<file path="config.mk">
export PLATFORM = sky130hd
export DESIGN_NAME = command_line_argument_splitter
export DESIGN_NICKNAME = d
export VERILOG_FILES = /design/src/rtl/cls_pkg.sv /design/src/rtl/command_line_argument_splitter.sv /design/src/rtl/cls_step.sv
export SDC_FILE = /design/constraint.sdc
export NUM_CORES = 1
export LEC_CHECK = 0
export ABC_AREA = 1
export BUFFER_PORTS_ARGS = -buffer_cell sky130_fd_sc_hd__clkbuf_2
export CAP_MARGIN = 20
export CORE_UTILIZATION = 45
export DETAILED_ROUTE_END_ITERATION = 16
export GPL_TIMING_DRIVEN = 0
export PLACE_DENSITY = 0.71
export SYNTH_ARGS = -nofsm -noshare
export SYNTH_HDL_FRONTEND = slang
export SYNTH_SLANG_ARGS = --single-unit
</file>
<file path="constraint.sdc">
create_clock -name aclk -period 4.17 [get_ports aclk]
set_input_delay 1.251 -clock aclk [delete_from_list [all_inputs] [get_ports aclk]]
set_output_delay 1.251 -clock aclk [all_outputs]
set_load 0.02 [all_outputs]
</file>
<file path="src/rtl/cls_pkg.sv">
// Shared types and constants for the command line argument splitter.
// Parser mode codes, character codes and the control and result structs.
// No dependencies.
`default_nettype none

package cls_pkg;

    // Parameter defaults
    localparam int MAX_ARGS_DEF        = 16;
    localparam int LINE_BUFFER_LEN_DEF = 128;

    // Parser modes
    localparam int MODE_W = 3;
    localparam logic [MODE_W-1:0] MODE_WAIT_CMD = 3'd0;
    localparam logic [MODE_W-1:0] MODE_IN_CMD   = 3'd1;
    localparam logic [MODE_W-1:0] MODE_WAIT_ARG = 3'd2;
    localparam logic [MODE_W-1:0] MODE_IN_ARG   = 3'd3;
    localparam logic [MODE_W-1:0] MODE_QSTART   = 3'd4;
    localparam logic [MODE_W-1:0] MODE_QBODY    = 3'd5;

    // Character codes
    localparam logic [7:0] CH_NUL   = 8'h00;
    localparam logic [7:0] CH_LF    = 8'h0A;
    localparam logic [7:0] CH_CR    = 8'h0D;
    localparam logic [7:0] CH_SPACE = 8'h20;
    localparam logic [7:0] CH_DQUOT = 8'h22;
    localparam logic [7:0] CH_SQUOT = 8'h27;
    localparam logic [7:0] CH_COMMA = 8'h2C;
    localparam logic [7:0] CH_EQUAL = 8'h3D;

    // Per-line parser control state
    typedef struct packed {
        logic [MODE_W-1:0] mode;
        logic              comma_sep;
        logic              squote;
        logic              stopped;
    } ctrl_t;

    // Per-byte result flags and data
    typedef struct packed {
        logic [7:0] out_byte;
        logic       starts;
        logic       stopped;
    } res_t;

endpackage

`default_nettype wire

</file>
<file path="src/rtl/command_line_argument_splitter.sv">
// The result of an input transfer is registered and shows on the m_ side in the next cycle.
// Throughput: one byte per cycle while m_tready holds; the parser step is a single pass of logic
// between the line state registers and the result register.
// s_tready stays high while the result register is empty or being drained.
// Reset (aresetn low, synchronous): clears the line state and empties the result register.
`default_nettype none

module command_line_argument_splitter #(
    parameter int MAX_ARGS        = cls_pkg::MAX_ARGS_DEF,
    parameter int LINE_BUFFER_LEN = cls_pkg::LINE_BUFFER_LEN_DEF
) (
    input  wire logic        aclk,
    input  wire logic        aresetn,
    // Input bytes
    input  wire logic        s_tvalid,
    output logic             s_tready,
    input  wire logic [7:0]  s_tdata,   // [7:0] data_byte
    input  wire logic        s_tuser,   // [0] first_of_line
    // Results
    output logic             m_tvalid,
    input  wire logic        m_tready,
    output logic [23:0]      m_tdata,   // [7:0] out_byte, [14:8] byte_position,
                                        // [19:15] argument_count, [23:20] zero
    output logic [1:0]       m_tuser    // [0] starts_argument, [1] scan_stopped
);

    // Counter widths: the word count reaches MAX_ARGS at most, the position
    // LINE_BUFFER_LEN-1 at most, since the scan stops there.
    localparam int ARG_W = $clog2(MAX_ARGS + 1);
    localparam int POS_W = $clog2(LINE_BUFFER_LEN);

    // Line state
    cls_pkg::ctrl_t   ctrl_reg;
    cls_pkg::ctrl_t   ctrl_next;
    logic [ARG_W-1:0] arg_reg;
    logic [ARG_W-1:0] arg_next;
    logic [POS_W-1:0] pos_reg;
    logic [POS_W-1:0] pos_next;

    // Result register
    logic             m_valid_reg;
    logic [7:0]       m_byte_reg;
    logic [6:0]       m_pos_reg;
    logic [4:0]       m_argc_reg;
    logic             m_starts_reg;
    logic             m_stopped_reg;

    logic [POS_W-1:0] pos_out;
    cls_pkg::res_t    res;
    logic [31:0]      pos_wide;
    logic [31:0]      arg_wide;
    logic             s_xfer;

    // Accept a byte whenever the result register is free or drains this cycle
    assign s_tready = !m_valid_reg || m_tready;
    assign s_xfer   = s_tvalid && s_tready;

    cls_step #(
        .MAX_ARGS        (MAX_ARGS),
        .LINE_BUFFER_LEN (LINE_BUFFER_LEN),
        .ARG_W           (ARG_W),
        .POS_W           (POS_W)
    ) u_step (
        .ctrl          (ctrl_reg),
        .arg_cnt       (arg_reg),
        .pos_cnt       (pos_reg),
        .first_of_line (s_tuser),
        .data_byte     (s_tdata),
        .ctrl_next     (ctrl_next),
        .arg_next      (arg_next),
        .pos_next      (pos_next),
        .pos_out       (pos_out),
        .res           (res)
    );

    // Report only the low bits of the counters on the result fields
    assign pos_wide = 32'(pos_out);
    assign arg_wide = 32'(arg_next);

    // Line state: advance on every input transfer
    always_ff @(posedge aclk) begin
        if (!aresetn) begin
            ctrl_reg <= '0;
            arg_reg  <= '0;
            pos_reg  <= '0;
        end else if (s_xfer) begin
            ctrl_reg <= ctrl_next;
            arg_reg  <= arg_next;
            pos_reg  <= pos_next;
        end
    end

    // Result valid: set on an input transfer, clear when taken
    always_ff @(posedge aclk) begin
        if (!aresetn) begin
            m_valid_reg <= 1'b0;
        end else if (s_xfer) begin
            m_valid_reg <= 1'b1;
        end else if (m_tready) begin
            m_valid_reg <= 1'b0;
        end
    end

    // Result payload: load on an input transfer, hold otherwise
    always_ff @(posedge aclk) begin
        if (s_xfer) begin
            m_byte_reg    <= res.out_byte;
            m_pos_reg     <= pos_wide[6:0];
            m_argc_reg    <= arg_wide[4:0];
            m_starts_reg  <= res.starts;
            m_stopped_reg <= res.stopped;
        end
    end

    assign m_tvalid = m_valid_reg;
    assign m_tdata  = {4'b0000, m_argc_reg, m_pos_reg, m_byte_reg};
    assign m_tuser  = {m_stopped_reg, m_starts_reg};

`ifndef SYNTHESIS
    // The word count never passes the limit
    a_arg_limit: assert property (@(posedge aclk) disable iff (!aresetn)
        32'(arg_reg) <= MAX_ARGS)
        else $error("argument count above limit");

    // A byte that starts a word is never reported as after the stop
    a_start_not_stopped: assert property (@(posedge aclk) disable iff (!aresetn)
        m_tvalid |-> !(m_tuser[0] && m_tuser[1]))
        else $error("word start flagged on a stopped byte");

    // Within a line the word count and position never go back
    a_monotonic: assert property (@(posedge aclk) disable iff (!aresetn)
        (s_xfer && !s_tuser) |-> (arg_next >= arg_reg && pos_next >= pos_reg))
        else $error("line counter went back within a line");

    // Once stopped, a line stays stopped until its next first byte
    a_stop_sticks: assert property (@(posedge aclk) disable iff (!aresetn)
        (s_xfer && !s_tuser && ctrl_reg.stopped) |-> ctrl_next.stopped)
        else $error("scan restarted without a new line");
`endif

endmodule

`default_nettype wire

</file>
<file path="src/rtl/cls_step.sv">
// Combinational parser step: one byte against the current line state.
// Gives the next line state and the result for that byte.
// Depends on cls_pkg.
`default_nettype none

module cls_step #(
    parameter int MAX_ARGS        = cls_pkg::MAX_ARGS_DEF,
    parameter int LINE_BUFFER_LEN = cls_pkg::LINE_BUFFER_LEN_DEF,
    parameter int ARG_W           = $clog2(MAX_ARGS + 1),
    parameter int POS_W           = $clog2(LINE_BUFFER_LEN)
) (
    input  wire cls_pkg::ctrl_t   ctrl,
    input  wire logic [ARG_W-1:0] arg_cnt,
    input  wire logic [POS_W-1:0] pos_cnt,
    input  wire logic             first_of_line,
    input  wire logic [7:0]       data_byte,
    output cls_pkg::ctrl_t        ctrl_next,
    output logic [ARG_W-1:0]      arg_next,
    output logic [POS_W-1:0]      pos_next,
    output logic [POS_W-1:0]      pos_out,
    output cls_pkg::res_t         res
);

    cls_pkg::ctrl_t   ctrl_eff;
    logic [ARG_W-1:0] arg_eff;
    logic [POS_W-1:0] pos_eff;
    logic             stop_now;
    logic             run;
    logic [7:0]       sep;
    logic [7:0]       quote;
    logic             count;

    always_comb begin
        // Drop the old line state on the first byte of a line
        if (first_of_line) begin
            ctrl_eff = '0;
            arg_eff  = '0;
            pos_eff  = '0;
        end else begin
            ctrl_eff = ctrl;
            arg_eff  = arg_cnt;
            pos_eff  = pos_cnt;
        end

        stop_now = !ctrl_eff.stopped &&
                   ((data_byte inside {cls_pkg::CH_NUL, cls_pkg::CH_CR, cls_pkg::CH_LF}) ||
                    (arg_eff >= ARG_W'(MAX_ARGS)) ||
                    (pos_eff >= POS_W'(LINE_BUFFER_LEN - 1)));
        run   = !(ctrl_eff.stopped || stop_now);
        sep   = ctrl_eff.comma_sep ? cls_pkg::CH_COMMA : cls_pkg::CH_SPACE;
        quote = ctrl_eff.squote ? cls_pkg::CH_SQUOT : cls_pkg::CH_DQUOT;

        ctrl_next         = ctrl_eff;
        ctrl_next.stopped = ctrl_eff.stopped || stop_now;
        res.out_byte      = data_byte;
        res.starts        = 1'b0;
        res.stopped       = ctrl_next.stopped;
        count             = 1'b0;

        if (run) begin
            case (ctrl_eff.mode)
                cls_pkg::MODE_WAIT_CMD: begin
                    if (data_byte != cls_pkg::CH_SPACE) begin
                        res.starts     = 1'b1;
                        count          = 1'b1;
                        ctrl_next.mode = cls_pkg::MODE_IN_CMD;
                    end
                end
                cls_pkg::MODE_IN_CMD: begin
                    if (data_byte == cls_pkg::CH_SPACE) begin
                        ctrl_next.mode = cls_pkg::MODE_WAIT_ARG;
                        res.out_byte   = '0;
                    end else if (data_byte == cls_pkg::CH_EQUAL) begin
                        ctrl_next.comma_sep = 1'b1;
                        ctrl_next.mode      = cls_pkg::MODE_WAIT_ARG;
                        res.out_byte        = '0;
                    end
                end
                cls_pkg::MODE_WAIT_ARG: begin
                    if (data_byte == cls_pkg::CH_SPACE) begin
                        res.out_byte = '0;
                    end else if (data_byte inside {cls_pkg::CH_DQUOT, cls_pkg::CH_SQUOT}) begin
                        ctrl_next.squote = (data_byte == cls_pkg::CH_SQUOT);
                        ctrl_next.mode   = cls_pkg::MODE_QSTART;
                        res.out_byte     = '0;
                    end else begin
                        res.starts = 1'b1;
                        count      = 1'b1;
                        // Empty comma argument: count it, stay waiting
                        if (data_byte == sep) begin
                            ctrl_next.mode = cls_pkg::MODE_WAIT_ARG;
                            res.out_byte   = '0;
                        end else begin
                            ctrl_next.mode = cls_pkg::MODE_IN_ARG;
                        end
                    end
                end
                cls_pkg::MODE_IN_ARG: begin
                    if (data_byte == sep) begin
                        ctrl_next.mode = cls_pkg::MODE_WAIT_ARG;
                        res.out_byte   = '0;
                    end
                end
                cls_pkg::MODE_QSTART: begin
                    res.starts = 1'b1;
                    count      = 1'b1;
                    if (data_byte == quote) begin
                        ctrl_next.mode = cls_pkg::MODE_IN_ARG;
                        res.out_byte   = '0;
                    end else begin
                        ctrl_next.mode = cls_pkg::MODE_QBODY;
                    end
                end
                cls_pkg::MODE_QBODY: begin
                    if (data_byte == quote) begin
                        ctrl_next.mode = cls_pkg::MODE_IN_ARG;
                        res.out_byte   = '0;
                    end
                end
                default: begin
                end
            endcase
        end

        arg_next = arg_eff + ARG_W'(count);
        pos_next = pos_eff + POS_W'(run);
        pos_out  = pos_eff;
    end

endmodule

`default_nettype wire
</file>
After elaboration in Yosys (flattened, before gate mapping). Cells that the tools add are included.

Flip-flop bits (word level): 41. Latch bits: 0. Memory bits (writable): 0. Memory bits (read-only): 0. Bits of input ports: 13. Word-level logic and storage cells: 81. Memories: 0.

Add/sub/neg operators: 2. Multiply operators: 0. Div/mod/pow operators: 0. Magnitude comparators: 2. Equal/unequal tests: 14. Shift-type cells: 0. Muxes and demuxes: 36. Bitwise gates (word level): 0. Reductions and logical operators: 15.

Operators with widths (count): 8-bit 2-to-1 mux (6); 8-bit by 6-bit equality test with 1-bit output (second input constant) (4); 8-bit case mux with 4 select lines (1); 3-bit 2-to-1 mux (8); 3-bit case mux with 6 select lines (1); 8-bit by 4-bit equality test with 1-bit output (second input constant) (2); 8-bit equality test (2); 1-bit 2-to-1 mux (12); 5-bit 2-to-1 mux (2); 9-bit 2-to-1 mux (1); 8-bit logical NOT (1); 4-bit 2-to-1 mux (2); 8-bit by 6-bit inequality test with 1-bit output (second input constant) (1); 7-bit by 1-bit adder with 7-bit output (1); 7-bit greater-or-equal comparator (second input constant) (1); 7-bit 2-to-1 mux (1); 3-bit by 2-bit equality test with 1-bit output (second input constant) (2); 3-bit equality test (second input constant) (2); 6-bit 2-to-1 mux (1); 5-bit by 1-bit adder with 5-bit output (1); 5-bit greater-or-equal comparator (second input constant) (1); 1-bit logical OR (4); 2-bit nonzero test (2); 3-bit by 1-bit equality test with 1-bit output (second input constant) (1); 6 further kinds (9).

Depth between registers and ports, before layout. Gate-level depths: netlist of run 1.

Word-level depth: 8. Depth in mapped cells: 16. Depth with buffers taken out: 16.

Hierarchy. A second synthesis of run 1 with hierarchy kept.

Cells, all modules: 344. Area total of the unflattened synthesis: 2621.3 um2.

By module, submodules not included: command_line_argument_splitter (instances 1, cells each 153, area each 1666.6 um2); cls_step (instances 1, cells each 191, area each 954.7 um2).

Least setup slack after synthesis of run 1. No wires, ideal clock.

Path kind: input port to flip-flop. From: input port s_tuser. To: register pos_reg[6]. Library setup time: 0.132 ns. Arrival time: 2.854 ns. Slack: 1.184 ns. Stages on the path: 16. Buffers on the path: 2. Cell sequence: buf_6 -> inv_6 -> buf_8 -> nand2_4 -> nand2_2 -> a21oi_4 -> nand2_4 -> inv_1 -> ha_1 -> ha_1 -> inv_1 -> nor2_1 -> nand3_1 -> xor2_1 -> nand2_1 -> a21oi_1.

RTL lines: start, declared (RTL line command_line_argument_splitter.sv:18) `input wire logic s_tuser,`; end signal, assigned (RTL line command_line_argument_splitter.sv:89) `pos_reg <= pos_next;`; end, declared (RTL line command_line_argument_splitter.sv:37) `logic [POS_W-1:0] pos_reg;`.

==> results of run 1 <==
[final timing paths]
check / startpoint / end / cells past startpoint
max: s_tuser / pos_reg[6] / 16
min: arg_reg[1] / arg_reg[1] / 2
min reg2reg: arg_reg[1] / arg_reg[1] / 2
max reg2reg: ctrl_reg[4] / arg_reg[4] / 14
[critical path, cell delays in order]
cell                      delay, ns
sky130_fd_sc_hd__buf_6         0.14
sky130_fd_sc_hd__inv_6         0.06
sky130_fd_sc_hd__buf_8         0.15
sky130_fd_sc_hd__nand2_4       0.05
sky130_fd_sc_hd__nand2_2       0.06
sky130_fd_sc_hd__a21oi_4       0.15
sky130_fd_sc_hd__nand2_4       0.11
sky130_fd_sc_hd__inv_1         0.16
sky130_fd_sc_hd__ha_1          0.20
sky130_fd_sc_hd__ha_1          0.17
sky130_fd_sc_hd__inv_1         0.06
sky130_fd_sc_hd__nor2_1        0.18
sky130_fd_sc_hd__nand3_1       0.11
sky130_fd_sc_hd__xor2_1        0.15
sky130_fd_sc_hd__nand2_1       0.05
sky130_fd_sc_hd__a21oi_1       0.05
[kinds of logic (layout without fill, tap and decap cells)]
family,after synthesis,count (layout)
fa+ha+maj,4,4
simple gates,143,143
xor+xnor,5,5
flops,41,41
buf+inv,54,98
compound gates,37,37
other cells,1,4
[routing by layer]
metal	vias to the layer above	global-route usage, %	wire (um)
li1	993	-	-
met1	881	25.87	2219
met2	52	29.91	2153
met3	9	4.282	188
met4	0	8.932	97
met5	-	0	0
[cell usage after synthesis (2+ instances only)]
| cell | number | area share, % |
|---|---|---|
| sky130_fd_sc_hd__nand2_1 | 56 | 9.3 |
| sky130_fd_sc_hd__nor2_1 | 44 | 7.3 |
| sky130_fd_sc_hd__inv_1 | 39 | 6.5 |
| sky130_fd_sc_hd__edfxtp_1 | 22 | 29 |
| sky130_fd_sc_hd__a21oi_1 | 21 | 4.7 |
| sky130_fd_sc_hd__nand3_1 | 21 | 4.7 |
| sky130_fd_sc_hd__dfxtp_1 | 19 | 17 |
| sky130_fd_sc_hd__o21ai_0 | 10 | 2.2 |
| sky130_fd_sc_hd__buf_4 | 6 | 2.0 |
| sky130_fd_sc_hd__clkbuf_1 | 5 | 0.83 |
| sky130_fd_sc_hd__nor2_2 | 5 | 1.4 |
| sky130_fd_sc_hd__xor2_1 | 5 | 1.9 |
| sky130_fd_sc_hd__ha_1 | 4 | 2.2 |
| sky130_fd_sc_hd__nor3_1 | 4 | 0.89 |
| sky130_fd_sc_hd__nand2_4 | 3 | 1.5 |
| sky130_fd_sc_hd__nand2_2 | 2 | 0.55 |
| sky130_fd_sc_hd__nor3b_1 | 2 | 0.66 |
[layout make-up]
type | count | area share [%]
flip-flops and latches | 41 | 39.26
multi-input cells | 193 | 36.90
repair buffers | 36 | 7.645
inverters | 41 | 5.993
plain buffers | 13 | 3.398
well taps | 67 | 3.162
clock buffers | 6 | 3.115
clock inverters | 2 | 0.5191
[power by group through the flow]
stage | Combinational [W] | Clock (W) | Sequential [W]
floorplan | 0.0000905 | 0 | 0.000491
global placement | 0.000151 | 0 | 0.000472
detailed placement | 0.000154 | 0 | 0.000474
CTS | 0.000154 | 0.000288 | 0.000464
global route | 0.000174 | 0.000304 | 0.000466
finish | 0.000157 | 0.000282 | 0.000464
[stage by stage]
stage / hold WS [ns] / area [sq um]
after floorplan: 0.4297 / 2268
after CTS: 0.4694 / 2624
after global routing: 0.5031 / 2651
after global placement: 0.4385 / 2527
final: 0.4655 / 2651
after detailed placement: 0.4583 / 2527
==> run summary, run 1 <==
most used cells in the layout excluding fill and tap cells = sky130_fd_sc_hd__nand2_1, sky130_fd_sc_hd__nor2_1, sky130_fd_sc_hd__inv_1
H-tree level count = 2
antenna violations before repair = 0
total congestion overflow after global routing = 0
Distinct cells, synth = 34
TritonCTS Buffers = 5
count of warnings emitted by yosys = 0
worst min path class = reg2reg
end-of-flow core utilization = 55.40%
peak ir drop on the vdd network = 214.0 uV
proportion of power drawn by flip-flops and latches = 51.4%
multiplexer share of the synthesized area = 0%
post-synthesis share of cell area spent on xor and xnor gates = 1.940%
share of layout cells above drive strength 1 = 20.78%
EDFF count, synth = 22
setup repair after global routing missed its margin = no
combined area of the multi-input logic cells = 978.4 sq um
post-detailed-route via-to-cell ratio = 4.850
via count = 1935
placement-stage worst setup slack = 0.7219 ns
area growth from synthesis to layout = 17.46%
Port Buffer Count = 35
remaining antenna violation count = 0
final net count = 348
area of the core = 4786 sq um
Setup Fix Bufs, Post-CTS = 0
maximum number of pins on one net before global-route repair = 32
antenna fix cells = 0
minimum clock period = 2.961 ns
Global Route Usage Sum = 19.36%
# fillers = 456
category of the worst setup path capture point = register
total power of the final layout = 0.0009028 W
register clock-pin slew on the reported worst setup and hold paths = 0.08 ns
buffer depth of the longest clock path = 2
cell at the root of the clock tree = sky130_fd_sc_hd__clkbuf_8
CTS Hold Buffers Added = 0
worst-case headroom to the max-slew limit = 64.22%
WL final = 4659 um
combinational family with the most area after synthesis = simple AND/OR/NAND/NOR gates
largest fanout on the critical path = 10
number of setup violations in the final report = 0
worst-skew pair later-pin latency = 0.30 ns
number of placed cells counting well taps = 390
PwrDens = 340.5 nW/um^2
initial cell density of the core = 47.16%
number of standard cells in the final layout excluding fillers = 399
transition time at the pin with the least slew margin = 0.5334 ns
synthesized area divided by synthesized cell count = 7.920 sq um
signal arrival time at the worst endpoint = 3.13 ns
number of storage elements in the synthesis netlist = 41
Crit path required time = 4.34 ns
FMAX = 0.3378 GHz
P_sw = 0.0002610 W
routability congestion estimate from global placement = 0.8884
final number of max-transition violations = 0
static leakage = 1.243 nW
worst setup slack after layout = 1.209 ns
MaxCap Viol Count = 0
final number of hold-violating endpoints = 0
wire length of the first global-routing pass = 7672 um
DP Wirelength = 3418 um
switching power as a share of total power = 28.91%
1st-pass router iterations = 6
most frequent standard cell in the layout excluding fill and tap cells = sky130_fd_sc_hd__nand2_1
Startpoint Class = input port
top flip-flop cell by instance count after synthesis = sky130_fd_sc_hd__edfxtp_1
DIE AREA = 5303 sq um
First DRT Iteration DRCs = 105
setup total negative slack = 0 ns
netlist area before placement = 2257 sq um
async set-or-reset flop fraction in the synthesized netlist = 0%
number of sinks on the clock net = 41
vias in the first global route = 1687
Synth Area in Simple Gates = 29.16%
post-CTS sizing = 0
part of the power in combinational logic = 17.4%
R2R setup slack = 1.89 ns
critical setup path kind = in2reg
number of instances in the synthesized netlist = 285
area taken by flip-flops and latches = 1041 sq um
number of flip-flops in the largest register = 8
post-synthesis compound-gate area fraction = 9.368%
share of the clock period used by the worst path = 71.00%
Cell Rows = 25
DRC violations left = 0
I/O pin count = 41
TritonCTS clock tree = done
width of the die = 72.83 um
clock power share = 31.2%
sequential fraction of the synthesis area = 46.12%
routed length per instance = 11.68 um
Adder-Cell Fraction of Synth Area = 2.217%
worst clock skew = 0.008525 ns
outcome = finished, final reports clean
die height = 72.83 um
Internal Pwr Total = 0.0006418 W
(Power assumes the default switching activity.)
==> run 2: changes to the inputs <==
--- a/config.mk
+++ b/config.mk
@@ -11,7 +11,7 @@
 export CORE_UTILIZATION = 45
 export DETAILED_ROUTE_END_ITERATION = 16
 export GPL_TIMING_DRIVEN = 0
-export PLACE_DENSITY = 0.71
+export PLACE_DENSITY = 0.73
 export SYNTH_ARGS = -nofsm -noshare
 export SYNTH_HDL_FRONTEND = slang
 export SYNTH_SLANG_ARGS = --single-unit
==> constraint.sdc (replaced) <==
create_clock -name aclk -period 2.5 [get_ports aclk]
set_input_delay 0.75 -clock aclk [delete_from_list [all_inputs] [get_ports aclk]]
set_output_delay 0.75 -clock aclk [all_outputs]
set_load 0.02 [all_outputs]
==> run 2 against run 1 <==
  * Sequential power rose by 67%
  * Clock skew rose by 0.0031 ns
  * Via count fell by 0.62%
  * Hold slack got worse by 0.0080 ns
  * Clock power rose by 76%
  * Routed wire length fell by 2.3%
==> run summary, run 2 (synthesis results as in run 1) <==
Port Buffer Count = 35 (unchanged)
remaining antenna violation count = 0 (unchanged)
final net count = 348 (unchanged)
worst-skew pair later-pin latency = 0.30 ns (about the same)
WL final = 4551 um (was 4659 um)
TritonCTS Buffers = 5 (unchanged)
global routing usage on met1 = 25.07% (was 25.87%)
Cell Rows = 25 (unchanged)
final number of hold-violating endpoints = 0 (unchanged)
cell at the root of the clock tree = sky130_fd_sc_hd__clkbuf_8 (unchanged)
Top Family by Delay on Critical Path = simple AND/OR/NAND/NOR gates (was buffers and inverters)
slowest cell on the critical path = sky130_fd_sc_hd__ha_1 (unchanged)
number of setup violations in the final report = 0 (unchanged)
most frequent standard cell in the layout excluding fill and tap cells = sky130_fd_sc_hd__nand2_1 (unchanged)
CTS Hold Buffers Added = 0 (unchanged)
Cell Chain, Critical Path = clkbuf_2 > inv_1 > nand2_1 > nor2_1 > nand2_2 > nand2_1 > nor2_2 > nor2_1 > nor2_1 > ha_2 > ha_1 > xor2_1 > nor2_1 > a211oi_1 (was buf_6 > inv_6 > buf_8 > nand2_4 > nand2_2 > a21oi_4 > nand2_4 > inv_1 > ha_1 > ha_1 > inv_1 > nor2_1 > nand3_1 > xor2_1 > nand2_1 > a21oi_1)
buffer depth of the longest clock path = 2 (unchanged)
crit path buf inv count = 2 (was 5)
width of the die = 72.83 um (unchanged)
area of the core = 4786 sq um (unchanged)
signal arrival time at the worst endpoint = 2.58 ns (was 3.13 ns)
vias in the first global route = 1654 (was 1687)
minimum clock period = 2.371 ns
static leakage = 1.239 nW (was 1.243 nW)
wire length of the first global-routing pass = 7472 um (was 7672 um)
critical setup path kind = in2reg (unchanged)
total congestion overflow after global routing = 0 (unchanged)
1st-pass router iterations = 4 (was 6)
number of flip-flops in the largest register = 8 (unchanged)
total power of the final layout = 0.001531 W (was 0.0009028 W)
FMAX = 0.4217 GHz
final number of max-transition violations = 0 (unchanged)
I/O pin count = 41 (unchanged)
switching power as a share of total power = 27.93% (was 28.91%)
PwrDens = 573.8 nW/um^2 (was 340.5 nW/um^2)
via count = 1923 (was 1935)
most frequent cell on the critical path = sky130_fd_sc_hd__nor2_1
TritonCTS clock tree = done (unchanged)
transition time at the pin with the least slew margin = 0.5137 ns (was 0.5334 ns)
Internal Pwr Total = 0.001103 W (was 0.0006418 W)
DRC violations left = 0 (unchanged)
share of layout cells above drive strength 1 = 23.19% (was 20.78%)
P_sw = 0.0004275 W (was 0.0002610 W)
Crit path required time = 2.71 ns (was 4.34 ns)
end-of-flow core utilization = 55.74% (was 55.40%)
Global Route Usage Sum = 18.64% (was 19.36%)
worst-case headroom to the max-slew limit = 65.75% (was 64.22%)
clock power share = 32.5% (was 31.2%)
part of the power in combinational logic = 17.0% (was 17.4%)
worst clock skew = 0.01162 ns (was 0.008525 ns)
initial cell density of the core = 47.16% (unchanged)
combined area of the multi-input logic cells = 1001 sq um (was 978.4 sq um)
# fillers = 450 (was 456)
post-detailed-route via-to-cell ratio = 4.820 (was 4.850)
area taken by flip-flops and latches = 1041 sq um (unchanged)
First DRT Iteration DRCs = 167 (was 105)
summed area of non-filler cells in the final layout = 2668 sq um (was 2651 sq um)
MaxCap Viol Count = 0 (unchanged)
dpl cell area = 2527 sq um (unchanged)
H-tree level count = 2 (unchanged)
share of the clock period used by the worst path = 94.86%
worst min path class = reg2reg (unchanged)
busiest layer in global routing = met2 (unchanged)
routed length per instance = 11.41 um (was 11.68 um)
DIE AREA = 5303 sq um (unchanged)
register clock-pin slew on the reported worst setup and hold paths = 0.09 ns (was 0.08 ns)
die height = 72.83 um (unchanged)
global routing met2 resource utilization = 28.87% (was 29.91%)
outcome = finished, final reports clean (unchanged)
area growth from synthesis to layout = 18.18% (was 17.46%)
peak ir drop on the vdd network = 347.5 uV (was 214.0 uV)
largest fanout on the critical path = 6 (was 10)
Startpoint Class = input port (unchanged)
antenna fix cells = 0 (unchanged)
most used cells in the layout excluding fill and tap cells = sky130_fd_sc_hd__nand2_1, sky130_fd_sc_hd__nor2_1, sky130_fd_sc_hd__inv_1 (unchanged)
routability congestion estimate from global placement = 0.8994 (was 0.8884)
longest individual stage delay on the worst path = 0.21 ns (was 0.20 ns)
category of the worst setup path capture point = register (unchanged)
maximum number of pins on one net before global-route repair = 32 (unchanged)
antenna violations before repair = 0 (unchanged)
proportion of power drawn by flip-flops and latches = 50.5% (was 51.4%)
number of sinks on the clock net = 41 (unchanged)
met3 track demand over resource in global routing = 3.729% (was 4.282%)
DP Wirelength = 3345 um (was 3418 um)
==> run 2: area by class of cell <==
type,instances,share of cell area (%)
clock buffer,7,3.659
clock inverter,1,0.3283
multi-input combinational,193,37.52
timing repair buffer,36,6.848
buffer,13,3.377
sequential,41,39.02
inverter,41,6.098
tap,67,3.143
==> run 2: tightest hold or removal path: cells and delay by family, from the launching register on <==
kind	cells	cell delay (ns)
flops	1	0.30
buf+inv	1	0.06
compound gates	1	0.06
==> run 2: metrics by stage <==
stage / setup TNS, ns / hold WS, ns / instances / setup slack, ns
detailed placement: -7.782 / 0.4471 / 390 / -0.3483
global placement: -6.885 / 0.4388 / 390 / -0.2932
global route: -0.1417 / 0.4867 / 399 / -0.07627
finish: 0 / 0.4575 / 399 / 0.1286
floorplan: 0 / 0.4297 / 288 / 0.01508
CTS: 0 / 0.4593 / 398 / 0.02055
==> run 2: power groups by stage <==
stage | clock network (W) | registers [W] | logic, W
6_report | 0.000497 | 0.000774 | 0.000260
5_1_grt | 0.000538 | 0.000778 | 0.000288
4_1_cts | 0.000514 | 0.000773 | 0.000255
3_5_place_dp | 0 | 0.000789 | 0.000254
3_3_place_gp | 0 | 0.000788 | 0.000250
2_1_floorplan | 0 | 0.000819 | 0.000151
==> run 2: repair_timing <==
| item | in CTS | in global routing |
|---|---|---|
| gates cloned | 0 | 0 |
| setup buffers | 0 | 1 |
| gates resized for setup | 1 | 11 |
| pin swaps | 0 | 3 |
| setup endpoints to repair | 1 | 6 |
| endpoints found under the hold margin | 0 | 0 |
==> run 2: routing by layer <==
metal	share of wire (%)	up-vias
li1	-	1002
met3	5.1	5
met4	1.6	0
met1	46	865
met2	48	51
met5	0	-
==> run 2: worst paths after layout <==
kind | from | to | slack, ns | cells past startpoint
setup / recovery | s_tdata[2] | arg_reg[2] | 0.13 | 14
hold / removal | arg_reg[0] | arg_reg[0] | 0.46 | 2
setup reg to reg | ctrl_reg[4] | arg_reg[4] | 0.27 | 14
hold reg to reg | arg_reg[0] | arg_reg[0] | 0.46 | 2
